==> src/pfc_pkg.sv <==
// Shared types, constants and lookup functions for the Playfair digraph cipher core.
package pfc_pkg;

    localparam int LETTER_W = 5;
    localparam int POS_W = 3;
    localparam int CFG_INDEX_W = 3;
    localparam int CFG_DATA_W = 25;
    localparam int QUEUE_DEPTH = 2;

    localparam logic [LETTER_W-1:0] LETTER_I = 5'd8;
    localparam logic [LETTER_W-1:0] LETTER_J = 5'd9;
    localparam logic [LETTER_W-1:0] LETTER_X = 5'd23;
    localparam logic [LETTER_W-1:0] LETTER_Z = 5'd25;

    localparam logic [CFG_INDEX_W-1:0] REG_DIRECTION = 3'd0;
    localparam logic [CFG_INDEX_W-1:0] REG_SQUARE_ROW0 = 3'd1;
    localparam logic [CFG_INDEX_W-1:0] REG_SQUARE_ROW1 = 3'd2;
    localparam logic [CFG_INDEX_W-1:0] REG_SQUARE_ROW2 = 3'd3;
    localparam logic [CFG_INDEX_W-1:0] REG_SQUARE_ROW3 = 3'd4;
    localparam logic [CFG_INDEX_W-1:0] REG_SQUARE_ROW4 = 3'd5;

    typedef logic [4:0][LETTER_W-1:0] row_t;
    typedef logic [4:0][4:0][LETTER_W-1:0] square_t;

    localparam square_t SQUARE_RESET = {25'd27025109, 25'd21613104, 25'd16201099,
                                        25'd10755269, 25'd4294688};

    typedef struct packed {
        logic [POS_W-1:0] row;
        logic [POS_W-1:0] col;
    } pos_t;

    typedef struct packed {
        logic [LETTER_W-1:0] a_letter;
        logic [LETTER_W-1:0] b_letter;
        logic                dec;
        logic                b_filler;
        logic                emit_a;
        logic                emit_b;
        logic                last;
    } job_t;

    function automatic logic [LETTER_W-1:0] fold(logic [LETTER_W-1:0] v);
        return (v == LETTER_J) ? LETTER_I : v;
    endfunction

    // The last matching entry in scan order wins; no match gives row 0, column 0.
    function automatic pos_t locate(square_t sq, logic [LETTER_W-1:0] v);
        pos_t p;
        p = '0;
        for (int r = 0; r < 5; r++)
        begin
            for (int c = 0; c < 5; c++)
            begin
                if (sq[r][c] == v)
                begin
                    p.row = POS_W'(r);
                    p.col = POS_W'(c);
                end
            end
        end
        return p;
    endfunction

    function automatic logic [POS_W-1:0] add5(logic [POS_W-1:0] a, logic [POS_W-1:0] b);
        logic [POS_W:0] s;
        s = {1'b0, a} + {1'b0, b};
        if (s >= 4'd5)
        begin
            s = s - 4'd5;
        end
        return s[POS_W-1:0];
    endfunction

endpackage

==> src/playfair_digraph_cipher_core.sv <==
// Top level of the Playfair digraph cipher core: configuration registers and stream ports.
//
// Letters enter one word per cycle while the job queue has room and no extra filler job
// is waiting; the front end pairs them, and each pair becomes at most one job. The back end
// turns a job into one or two result words and sends out one word per cycle through its
// output register while the output is not stalled, so the sustained rate is about one input
// word per cycle, slower for each inserted filler. That single output register sets the
// rate. The first result word of a pair passes through the job queue and the output
// register before it is offered, and the second result word follows it out of the back
// end's second-word register. Configuration writes are always taken and must only be made
// while no word is in flight.
module playfair_digraph_cipher_core
#(
    parameter int QUEUE_DEPTH = pfc_pkg::QUEUE_DEPTH
)
(
    input  logic                              clk,
    input  logic                              rst_n,
    input  logic                              s_axis_tvalid,
    output logic                              s_axis_tready,
    input  logic [7:0]                        s_axis_tdata,  // letter_in, zero pad
    input  logic                              s_axis_tuser,  // filler_in
    input  logic                              s_axis_tlast,
    output logic                              m_axis_tvalid,
    input  logic                              m_axis_tready,
    output logic [7:0]                        m_axis_tdata,  // letter_out, zero pad
    output logic                              m_axis_tuser,  // filler_out
    output logic                              m_axis_tlast,
    input  logic                              cfg_valid,
    output logic                              cfg_ready,
    input  logic [pfc_pkg::CFG_INDEX_W-1:0]   cfg_index,
    input  logic [pfc_pkg::CFG_DATA_W-1:0]    cfg_data
);
    import pfc_pkg::*;

    logic    direction_reg;
    square_t square_reg;

    logic    fq_valid, fq_ready;
    job_t    fq_job;
    logic    qb_valid, qb_ready;
    job_t    qb_job;
    logic [LETTER_W-1:0] out_letter;

    assign cfg_ready = 1'b1;

    always_ff @(posedge clk or negedge rst_n)
    begin
        if (!rst_n)
        begin
            direction_reg <= 1'b0;
            square_reg <= SQUARE_RESET;
        end
        else if (cfg_valid && cfg_ready)
        begin
            case (cfg_index)
                REG_DIRECTION:   direction_reg <= cfg_data[0];
                REG_SQUARE_ROW0: square_reg[0] <= cfg_data;
                REG_SQUARE_ROW1: square_reg[1] <= cfg_data;
                REG_SQUARE_ROW2: square_reg[2] <= cfg_data;
                REG_SQUARE_ROW3: square_reg[3] <= cfg_data;
                REG_SQUARE_ROW4: square_reg[4] <= cfg_data;
                default:         direction_reg <= direction_reg;
            endcase
        end
    end

    pfc_front u_front
    (
        .clk       (clk),
        .rst_n     (rst_n),
        .direction (direction_reg),
        .in_valid  (s_axis_tvalid),
        .in_ready  (s_axis_tready),
        .in_letter (s_axis_tdata[LETTER_W-1:0]),
        .in_filler (s_axis_tuser),
        .in_last   (s_axis_tlast),
        .job_valid (fq_valid),
        .job_ready (fq_ready),
        .job       (fq_job)
    );

    pfc_queue
    #(
        .DEPTH (QUEUE_DEPTH)
    )
    u_queue
    (
        .clk      (clk),
        .rst_n    (rst_n),
        .wr_valid (fq_valid),
        .wr_ready (fq_ready),
        .wr_job   (fq_job),
        .rd_valid (qb_valid),
        .rd_ready (qb_ready),
        .rd_job   (qb_job)
    );

    pfc_back u_back
    (
        .clk        (clk),
        .rst_n      (rst_n),
        .square     (square_reg),
        .job_valid  (qb_valid),
        .job_ready  (qb_ready),
        .job        (qb_job),
        .out_valid  (m_axis_tvalid),
        .out_ready  (m_axis_tready),
        .out_letter (out_letter),
        .out_filler (m_axis_tuser),
        .out_last   (m_axis_tlast)
    );

    assign m_axis_tdata = {3'b000, out_letter};

endmodule

==> src/pfc_front.sv <==
// Front end: accepts letters, forms digraphs, inserts fillers when encrypting and issues pair jobs.
module pfc_front
(
    input  logic                          clk,
    input  logic                          rst_n,
    input  logic                          direction,
    input  logic                          in_valid,
    output logic                          in_ready,
    input  logic [pfc_pkg::LETTER_W-1:0]  in_letter,
    input  logic                          in_filler,
    input  logic                          in_last,
    output logic                          job_valid,
    input  logic                          job_ready,
    output pfc_pkg::job_t                 job
);
    import pfc_pkg::*;

    logic [LETTER_W-1:0] held_letter_reg, held_letter_next;
    logic                held_valid_reg, held_valid_next;
    logic                held_filler_reg, held_filler_next;
    logic                extra_valid_reg, extra_valid_next;
    job_t                extra_reg, extra_next;

    logic accept;
    job_t job0, job1;
    logic job0_v, job1_v;

    assign in_ready = !extra_valid_reg && job_ready;
    assign accept = in_valid && in_ready;

    always_comb
    begin
        held_letter_next = held_letter_reg;
        held_valid_next = held_valid_reg;
        held_filler_next = held_filler_reg;
        job0 = '0;
        job1 = '0;
        job0_v = 1'b0;
        job1_v = 1'b0;
        if (accept)
        begin
            if (direction)
            begin
                if (!held_valid_reg)
                begin
                    if (!in_last)
                    begin
                        held_letter_next = in_letter;
                        held_filler_next = in_filler;
                        held_valid_next = 1'b1;
                    end
                end
                else
                begin
                    job0.a_letter = held_letter_reg;
                    job0.b_letter = in_letter;
                    job0.dec = 1'b1;
                    job0.b_filler = 1'b0;
                    job0.emit_a = !held_filler_reg;
                    job0.emit_b = !in_filler;
                    job0.last = 1'b1;
                    job0_v = !held_filler_reg || !in_filler;
                    held_valid_next = 1'b0;
                    held_filler_next = 1'b0;
                end
            end
            else
            begin
                job0.dec = 1'b0;
                job0.emit_a = 1'b1;
                job0.emit_b = 1'b1;
                job1.dec = 1'b0;
                job1.emit_a = 1'b1;
                job1.emit_b = 1'b1;
                job1.a_letter = in_letter;
                job1.b_letter = LETTER_Z;
                job1.b_filler = 1'b1;
                job1.last = 1'b1;
                held_filler_next = 1'b0;
                if (!held_valid_reg)
                begin
                    if (in_last)
                    begin
                        job0.a_letter = in_letter;
                        job0.b_letter = LETTER_Z;
                        job0.b_filler = 1'b1;
                        job0.last = 1'b1;
                        job0_v = 1'b1;
                    end
                    else
                    begin
                        held_letter_next = in_letter;
                        held_valid_next = 1'b1;
                    end
                end
                else if (fold(held_letter_reg) == fold(in_letter))
                begin
                    job0.a_letter = held_letter_reg;
                    job0.b_letter = LETTER_X;
                    job0.b_filler = 1'b1;
                    job0.last = !in_last;
                    job0_v = 1'b1;
                    if (in_last)
                    begin
                        job1_v = 1'b1;
                        held_valid_next = 1'b0;
                    end
                    else
                    begin
                        held_letter_next = in_letter;
                        held_valid_next = 1'b1;
                    end
                end
                else
                begin
                    job0.a_letter = held_letter_reg;
                    job0.b_letter = in_letter;
                    job0.b_filler = 1'b0;
                    job0.last = 1'b1;
                    job0_v = 1'b1;
                    held_valid_next = 1'b0;
                end
            end
        end
    end

    always_comb
    begin
        extra_valid_next = extra_valid_reg;
        extra_next = extra_reg;
        if (accept && job1_v)
        begin
            extra_valid_next = 1'b1;
            extra_next = job1;
        end
        else if (extra_valid_reg && job_ready)
        begin
            extra_valid_next = 1'b0;
        end
    end

    assign job_valid = extra_valid_reg || (accept && job0_v);
    assign job = extra_valid_reg ? extra_reg : job0;

    always_ff @(posedge clk or negedge rst_n)
    begin
        if (!rst_n)
        begin
            held_letter_reg <= '0;
            held_valid_reg <= 1'b0;
            held_filler_reg <= 1'b0;
            extra_valid_reg <= 1'b0;
        end
        else
        begin
            held_letter_reg <= held_letter_next;
            held_valid_reg <= held_valid_next;
            held_filler_reg <= held_filler_next;
            extra_valid_reg <= extra_valid_next;
        end
    end

    always_ff @(posedge clk)
    begin
        extra_reg <= extra_next;
    end

endmodule

==> src/pfc_queue.sv <==
// Short job queue between the front end and the cipher back end.
module pfc_queue
#(
    parameter int DEPTH = pfc_pkg::QUEUE_DEPTH
)
(
    input  logic           clk,
    input  logic           rst_n,
    input  logic           wr_valid,
    output logic           wr_ready,
    input  pfc_pkg::job_t  wr_job,
    output logic           rd_valid,
    input  logic           rd_ready,
    output pfc_pkg::job_t  rd_job
);
    import pfc_pkg::*;

    localparam int PTR_W = $clog2(DEPTH);
    localparam int CNT_W = $clog2(DEPTH + 1);
    localparam logic [PTR_W-1:0] PTR_LAST = PTR_W'(DEPTH - 1);
    localparam logic [CNT_W-1:0] CNT_FULL = CNT_W'(DEPTH);

    job_t             mem [DEPTH];
    logic [PTR_W-1:0] wr_ptr_reg, wr_ptr_next;
    logic [PTR_W-1:0] rd_ptr_reg, rd_ptr_next;
    logic [CNT_W-1:0] count_reg, count_next;
    logic             push, pop;

    assign wr_ready = (count_reg != CNT_FULL);
    assign rd_valid = (count_reg != '0);
    assign rd_job = mem[rd_ptr_reg];
    assign push = wr_valid && wr_ready;
    assign pop = rd_valid && rd_ready;

    always_comb
    begin
        wr_ptr_next = wr_ptr_reg;
        rd_ptr_next = rd_ptr_reg;
        count_next = count_reg;
        if (push)
        begin
            wr_ptr_next = (wr_ptr_reg == PTR_LAST) ? '0 : wr_ptr_reg + 1'b1;
        end
        if (pop)
        begin
            rd_ptr_next = (rd_ptr_reg == PTR_LAST) ? '0 : rd_ptr_reg + 1'b1;
        end
        if (push && !pop)
        begin
            count_next = count_reg + 1'b1;
        end
        else if (pop && !push)
        begin
            count_next = count_reg - 1'b1;
        end
    end

    always_ff @(posedge clk or negedge rst_n)
    begin
        if (!rst_n)
        begin
            wr_ptr_reg <= '0;
            rd_ptr_reg <= '0;
            count_reg <= '0;
        end
        else
        begin
            wr_ptr_reg <= wr_ptr_next;
            rd_ptr_reg <= rd_ptr_next;
            count_reg <= count_next;
        end
    end

    always_ff @(posedge clk)
    begin
        if (push)
        begin
            mem[wr_ptr_reg] <= wr_job;
        end
    end

endmodule

==> src/pfc_back.sv <==
// Back end: looks up a pair in the key square, applies the cipher rule and emits letters.
module pfc_back
(
    input  logic                          clk,
    input  logic                          rst_n,
    input  pfc_pkg::square_t              square,
    input  logic                          job_valid,
    output logic                          job_ready,
    input  pfc_pkg::job_t                 job,
    output logic                          out_valid,
    input  logic                          out_ready,
    output logic [pfc_pkg::LETTER_W-1:0]  out_letter,
    output logic                          out_filler,
    output logic                          out_last
);
    import pfc_pkg::*;

    logic                out_valid_reg;
    logic [LETTER_W-1:0] out_letter_reg;
    logic                out_filler_reg;
    logic                out_last_reg;
    logic                sec_valid_reg;
    logic [LETTER_W-1:0] sec_letter_reg;
    logic                sec_filler_reg;
    logic                sec_last_reg;

    logic                slot_free;
    logic                take;
    pos_t                pa, pb;
    logic [POS_W-1:0]    step;
    logic [LETTER_W-1:0] oa, ob;

    assign slot_free = !out_valid_reg || out_ready;
    assign job_ready = !sec_valid_reg && slot_free;
    assign take = job_valid && job_ready;

    always_comb
    begin
        pa = locate(square, fold(job.a_letter));
        pb = locate(square, fold(job.b_letter));
        step = job.dec ? POS_W'(4) : POS_W'(1);
        if (pa.row == pb.row)
        begin
            oa = square[pa.row][add5(pa.col, step)];
            ob = square[pb.row][add5(pb.col, step)];
        end
        else if (pa.col == pb.col)
        begin
            oa = square[add5(pa.row, step)][pa.col];
            ob = square[add5(pb.row, step)][pb.col];
        end
        else
        begin
            oa = square[pa.row][pb.col];
            ob = square[pb.row][pa.col];
        end
    end

    always_ff @(posedge clk or negedge rst_n)
    begin
        if (!rst_n)
        begin
            out_valid_reg <= 1'b0;
            sec_valid_reg <= 1'b0;
        end
        else if (take)
        begin
            out_valid_reg <= 1'b1;
            sec_valid_reg <= job.emit_a && job.emit_b;
        end
        else if (sec_valid_reg && slot_free)
        begin
            out_valid_reg <= 1'b1;
            sec_valid_reg <= 1'b0;
        end
        else if (out_ready)
        begin
            out_valid_reg <= 1'b0;
        end
    end

    always_ff @(posedge clk)
    begin
        if (take)
        begin
            sec_letter_reg <= ob;
            sec_filler_reg <= job.b_filler;
            sec_last_reg <= job.last;
            if (job.emit_a)
            begin
                out_letter_reg <= oa;
                out_filler_reg <= 1'b0;
                out_last_reg <= job.last && !job.emit_b;
            end
            else
            begin
                out_letter_reg <= ob;
                out_filler_reg <= job.b_filler;
                out_last_reg <= job.last;
            end
        end
        else if (sec_valid_reg && slot_free)
        begin
            out_letter_reg <= sec_letter_reg;
            out_filler_reg <= sec_filler_reg;
            out_last_reg <= sec_last_reg;
        end
    end

    assign out_valid = out_valid_reg;
    assign out_letter = out_letter_reg;
    assign out_filler = out_filler_reg;
    assign out_last = out_last_reg;

endmodule

==> config.mk <==
export PLATFORM = sky130hd
export DESIGN_NAME = playfair_digraph_cipher_core
export DESIGN_NICKNAME = d
export VERILOG_FILES = /design/src/pfc_pkg.sv /design/src/playfair_digraph_cipher_core.sv /design/src/pfc_front.sv /design/src/pfc_queue.sv /design/src/pfc_back.sv
export SDC_FILE = /design/constraint.sdc
export NUM_CORES = 1
export LEC_CHECK = 0
export BUFFER_PORTS_ARGS = -buffer_cell sky130_fd_sc_hd__buf_4
export CORE_AREA = 4 4 221 223
export DETAILED_ROUTE_END_ITERATION = 12
export DIE_AREA = 0 0 225 227
export SLEW_MARGIN = 20
export SYNTH_ARGS = -nofsm -noshare
export SYNTH_HDL_FRONTEND = slang
export SYNTH_HIERARCHICAL = 1
export SYNTH_SLANG_ARGS = --single-unit
==> constraint.sdc <==
create_clock -name clk -period 6.5 [get_ports clk]
set_clock_uncertainty 0.1 [all_clocks]
set_input_delay 1.3 -clock clk [delete_from_list [all_inputs] [get_ports clk]]
set_output_delay 1.3 -clock clk [all_outputs]
set_load 0.03 [all_outputs]
# Yosys cells after proc, flatten, opt, wreduce, memory -nomap -nowiden
# Memories as Yosys holds them, arrays and structs flattened.
# Cells that the tools add are included.
# Widths: inputs -> output; s select.
op_classes:
  add_sub_neg: 12
  order_cmp: 12
  eq_ne: 64
  muxes: 143
  bitwise: 1
  n_reduce_logical: 40
op_table:
  columns: ["cell", "count"]
  rows:
  - ["$bmux 25 s3", 4]
  - ["$eq 5x5->1", 49]
  - ["$mux 6", 28]
  - ["$mux 5", 33]
  - ["$mux 25", 4]
  - ["$bmux 5 s3", 6]
  - ["$mux 15", 4]
  - ["$mux 1", 40]
  - ["$mux 3", 12]
  - ["$lt 3x4->1 const B", 8]
  - ["$mux 10", 3]
  - ["$eq 5x4->1 const B", 4]
  - ["$mux 4", 5]
  - ["$add 3x3->4", 4]
  - ["$ge 4x3->1 const B", 4]
  - ["$reduce_and 2->1", 7]
  - ["$logic_and 1x1->1", 13]
  - ["$sub 3x3->3 const B", 4]
  - ["$logic_not 1->1", 9]
  - ["$mux 2", 4]
  - ["$reduce_bool 2->1", 4]
  - ["$eq 3x2->1 const B", 2]
  - ["$eq 3x3->1", 2]
  - ["$eq 3x3->1 const B", 2]
  - ["other kinds (12)", 17]
word_totals:
  regBits: 169
  ram_bits: 30
  input_bits: 43
  elab_cells: 321
  n_memories: 1
mem_list:
  columns: ["name", "words", "word_bits", "read_ports", "rd_ports_with_merged_regs", "write_ports", "line_no", "rtl"]
  rows:
  - ["u_queue.mem", 2, 15, 1, 0, 1, "pfc_queue.sv:23", "job_t mem [DEPTH];"]

# Longest topological paths before layout
# An unclocked memory read counts as a cell.
depth:
  word_depth: 41
  ltp_mapped: 35
  depth_no_buf: 24

# Cells and area by module
# Netlist, hierarchy kept.
modules_own_cells:
  columns: ["mod", "instances", "cells_each", "area_each_um2", "seq_area_each_um2"]
  rows:
  - ["pfc_back", 1, 1656, 11093.1, 470.5]
  - ["playfair_digraph_cipher_core", 1, 277, 5087.4, 3221.8]
  - ["pfc_queue", 1, 65, 1331.3, 1001.0]
  - ["pfc_front", 1, 120, 1057.3, 380.4]

# Worst setup path before layout
# No wires, ideal clock.
synth_timing:
  path_type: "reg-to-reg"
  startpoint: "register u_queue.rd_ptr_reg"
  endpoint: "register u_back.out_letter_reg[0], in the netlist u_back/out_letter[0], data pin"
  t_arrival_ps: 6622
  t_required_ps: 6142
  path_slack_ps: -480
  path_stages_with_launch: 34
  path_buffers: 9
  period_less_slack_ps: 6980
  cell_sequence: "dfrtp_1 buf_6 buf_12 mux2_4 buf_2 or4b_1 buf_2 buf_2 buf_6 and3_1 o21ai_0 nand4_1 or2_2 clkbuf_1 nor2_1 nor2_1 ha_1 ha_1 inv_1 ha_1 nand2b_1 a211o_1 and3_1 nand3_1 o21a_1 buf_4 nor2_1 buf_2 or3_1 a32oi_1 o21bai_1 a311oi_1 o211ai_1 o221a_2"
synth_lines:
  columns: ["item", "line_no", "rtl"]
  rows:
  - ["start: declaration", "pfc_queue.sv:25", "logic [PTR_W-1:0] rd_ptr_reg, rd_ptr_next;"]
  - ["start signal: assignment", "pfc_queue.sv:69", "rd_ptr_reg <= rd_ptr_next;"]
  - ["end signal: assignment", "pfc_back.sv:104", "out_letter_reg <= sec_letter_reg;"]
  - ["end: declaration", "pfc_back.sv:19", "logic [LETTER_W-1:0] out_letter_reg;"]

==> impl_metrics.py <==
metrics = {
    "logic_synthesis": {
        "dominantRegCellSynth": "sky130_fd_sc_hd__dfrtp_1",
        "sequential_to_total_area_share_from_yosys_stat_pct": 27.3,
        "synthDominantCellAreaShare_pct": 11.5,
        "synth.yosys.warnings": 6,
        "postSynthAreaPerCell_um2": 8.77,
        "post_synth_main_area_contributors": "sky130_fd_sc_hd__dfrtp_1 (11%), sky130_fd_sc_hd__edfxtp_1 (8.1%), sky130_fd_sc_hd__dfstp_2 (7.8%)",
        "post_synth_inst_count": 2118,
        "synth_area_mm2": 0.0186,
        "synth_enable_flop_cells": 50,
        "synth_top_cell_by_area": "sky130_fd_sc_hd__dfrtp_1",
        "ys_ff_latch": 190,
        "ffs_w_async_s_r_synth_pct": 73.7,
        "ys_types": 108,
    },
    "clock_tree": {
        "clk_latency_ns": 0.50,
        "cts-buffers-inserted": 17,
        "path_clk_slew_ns": 0.09,
        "cts-hold-fix-buffers": 0,
        "cts_max_path_buffers": 2,
        "cell_at_the_root_of_the_clock_tree": "sky130_fd_sc_hd__clkbuf_16",
        "numClockSinks": 190,
        "cts-htree-levels": 4,
        "cts_tree": "done",
    },
    "finish": {
        "mostFrequentLayoutCell": "sky130_fd_sc_hd__buf_4",
        "multi_input_comb_area_mm2": 0.0131,
        "fillers": 4417,
        "largest_register_ffs": 125,
        "layoutNonFillerInstCount": 3004,
        "final_net_count": 2444,
        "ff_latch_area_mm2": 0.00507,
        "final_cell_mix": "sky130_fd_sc_hd__buf_4 (420), sky130_fd_sc_hd__a21oi_1 (145), sky130_fd_sc_hd__xor2_1 (136)",
        "drive_above_1_share_pct": 36.9,
        "area_growth_syn_to_layout_pct": 27.5,
    },
    "route": {
        "totalWireLength_mm": 102,
        "num_vias": 19900,
        "vias_per_cell": 6.63,
        "detailedRoute.firstIterationViolations": 2321,
        "drtAntennaViolNets": 0,
        "number_of_remaining_drc_errors": 0,
        "wl_per_cell_um": 34.1,
        "drt-pass1-iter-count": 6,
    },
    "placement": {
        "dp.final_hpwl_mm": 77.7,
        "port_buffers": 48,
        "globalplace.congestion": 1.02,
        "place.detailed.instances": 2929,
    },
    "sta": {
        "final-hold-violation-count": 0,
        "min_period_over_period_pct": 102,
        "fmax_ghz": 0.151,
        "final.setup.worst_slack_ns": -0.106,
        "timing.slew.headroom_pct": 21.5,
        "timing_max_transition_violations_final": 0,
        "worst-slew-pin-transition_ns": 1.18,
        "finalCriticalPeriod_ns": 6.61,
        "setup_violators_final": 3,
        "grt_setup_unrepaired": "true",
    },
    "critical_path": {
        "cp_max_fo": 12,
        "cp_num_buf_inv": 8,
        "worst_ep_arrival_time_ns": 6.85,
        "crit_type": "flop to flop",
        "cp-start-kind": "flop",
        "crit-reg2reg-launch": "u_queue/rd_ptr_reg",
        "critPathTopFamily": "compound AO/OA/AOI/OAI gates",
        "cp-startpoint": "u_queue/rd_ptr_reg",
        "crit_path_end_kind": "flop",
        "timing.critical_path.slowest_stage_cell": "sky130_fd_sc_hd__or4b_4",
        "worstPathRequired_ns": 6.74,
        "critPathMaxStageDelay_ns": 0.62,
    },
    "run": {
        "cap_viol_max_count": 0,
    },
    "die": {
        "die_width_um": 225,
        "initial_core_util_pct": 39.9,
        "design.die.area_mm2": 0.0511,
        "pin_count": 56,
        "die_height_um": 227,
        "core_region_mm2": 0.0466,
        "row_count": 79,
    },
    "worst_hold_path": {
        "worstHoldStart": "u_queue/count_reg[1]",
        "worst_hold_path_type": "flop to flop",
    },
    "global_routing": {
        "grt_start_max_net_pins": 78,
        "grt_first_pass_wirelength_mm": 143,
        "gr-usage-all-layers_pct": 39.2,
        "grt_pass1_vias": 19300,
        "antenna_found_initial": 2,
        "total_grt_overflow": 0,
    },
    "status": {
        "failed_checks": "setup timing",
        "outcome": "finished with violations",
    },
}
## cells by family (layout without fill, tap and decap cells)
kind of cell,after synthesis,count (layout),share of synthesized area [%]
xor gates and xnor gates,224,224,10.6
other,2,8,0.0404
DFF,190,190,27.3
muxes,231,231,14.6
AOI/OAI and AO/OA,606,606,22.5
adders and majority gates,21,21,1.41
buffers and inverters,262,535,6.82
and+or+nand+nor,582,582,16.7
## final cells by class
cell class,count,area share (%)
Sequential cell,190,21.4
Tap cell,607,3.21
Clock inverter,15,0.914
Multi-Input combinational cell,1668,55.5
Inverter,41,0.682
Antenna cell,4,0.0423
Timing Repair Buffer,462,16.5
Clock buffer,17,1.80
## worst paths after layout
check / to / slack [ns] / depth (start not counted)
max in group asynchronous: square_reg[96] / 4.29 / 2
worst max-delay path: u_back/out_letter[1] / -0.11 / 28
worst min register to register: u_queue/count_reg[1] / 0.40 / 1
min in group asynchronous: u_queue/rd_ptr_reg / 0.68 / 1
worst min-delay path: u_queue/count_reg[1] / 0.40 / 1
worst max register to register: u_back/out_letter[1] / -0.11 / 28
## stage by stage
| stage | util, % | TNS [ns] | setup slack (ns) | area (um2) | hold slack (ns) |
|---|---|---|---|---|---|
| 4_1_cts | 49.9 | -0.0406 | -0.0331 | 23200 | 0.400 |
| 5_1_grt | 50.9 | -0.642 | -0.198 | 23700 | 0.412 |
| 3_3_place_gp | 46.7 | -3.74 | -0.557 | 21800 | 0.374 |
| 6_report | 50.9 | -0.266 | -0.106 | 23700 | 0.397 |
| 2_1_floorplan | - | 0 | 0.0244 | 18800 | 0.356 |
| 3_5_place_dp | 46.7 | -5.60 | -0.722 | 21800 | 0.385 |
## metal layers
metal | GRT usage (%) | vias up | wire length, um
met5 | 0 | - | 0
met4 | 24.8 | 0 | 8140
met3 | 9.34 | 320 | 9400
met2 | 60.6 | 1188 | 44600
met1 | 49.4 | 9943 | 40200
li1 | - | 8474 | -
## cells in the mapped netlist (9+ instances only)
| master | count |
|---|---|
| sky130_fd_sc_hd__nand4_1 | 32 |
| sky130_fd_sc_hd__ha_1 | 21 |
| sky130_fd_sc_hd__a22oi_1 | 25 |
| sky130_fd_sc_hd__o22ai_1 | 45 |
| sky130_fd_sc_hd__buf_1 | 26 |
| sky130_fd_sc_hd__a211oi_1 | 15 |
| sky130_fd_sc_hd__nand2_1 | 120 |
| sky130_fd_sc_hd__mux2i_1 | 67 |
| sky130_fd_sc_hd__nor2_1 | 107 |
| sky130_fd_sc_hd__buf_6 | 15 |
| sky130_fd_sc_hd__a21oi_1 | 150 |
| sky130_fd_sc_hd__nor4_1 | 46 |
| sky130_fd_sc_hd__a31oi_1 | 30 |
| sky130_fd_sc_hd__o211ai_1 | 22 |
| sky130_fd_sc_hd__o21ai_0 | 92 |
| sky130_fd_sc_hd__xnor2_1 | 86 |
| sky130_fd_sc_hd__o21a_1 | 26 |
| sky130_fd_sc_hd__a221oi_1 | 31 |
| sky130_fd_sc_hd__edfxtp_1 | 50 |
| sky130_fd_sc_hd__a221o_1 | 11 |
| sky130_fd_sc_hd__buf_2 | 55 |
| sky130_fd_sc_hd__and3_1 | 42 |
| sky130_fd_sc_hd__nor3_1 | 51 |
| sky130_fd_sc_hd__o221ai_1 | 15 |
| sky130_fd_sc_hd__o31ai_1 | 10 |
| sky130_fd_sc_hd__or3_1 | 10 |
| sky130_fd_sc_hd__mux2_4 | 52 |
| sky130_fd_sc_hd__nand3_1 | 74 |
| sky130_fd_sc_hd__clkbuf_1 | 112 |
| sky130_fd_sc_hd__xor2_1 | 136 |
| sky130_fd_sc_hd__a21o_1 | 14 |
| sky130_fd_sc_hd__or4_1 | 9 |
| sky130_fd_sc_hd__dfstp_2 | 55 |
| sky130_fd_sc_hd__mux2_2 | 111 |
| sky130_fd_sc_hd__o21ai_1 | 9 |
| sky130_fd_sc_hd__inv_1 | 38 |
| sky130_fd_sc_hd__and2_1 | 18 |
| sky130_fd_sc_hd__dfrtp_1 | 85 |
## timing repair
| action | in CTS | in global routing |
|---|---|---|
| endpoints found under the hold margin | 0 | 0 |
| cloned | 4 | 0 |
| pin swaps | 49 | 60 |
| buffers inserted | 27 | 11 |
| gates resized for setup | 111 | 63 |
| endpoints found under the setup margin | 10 | 8 |
Power is not shown: default switching activity piles up to over one toggle a cycle in this logic, so the estimate is an artifact.
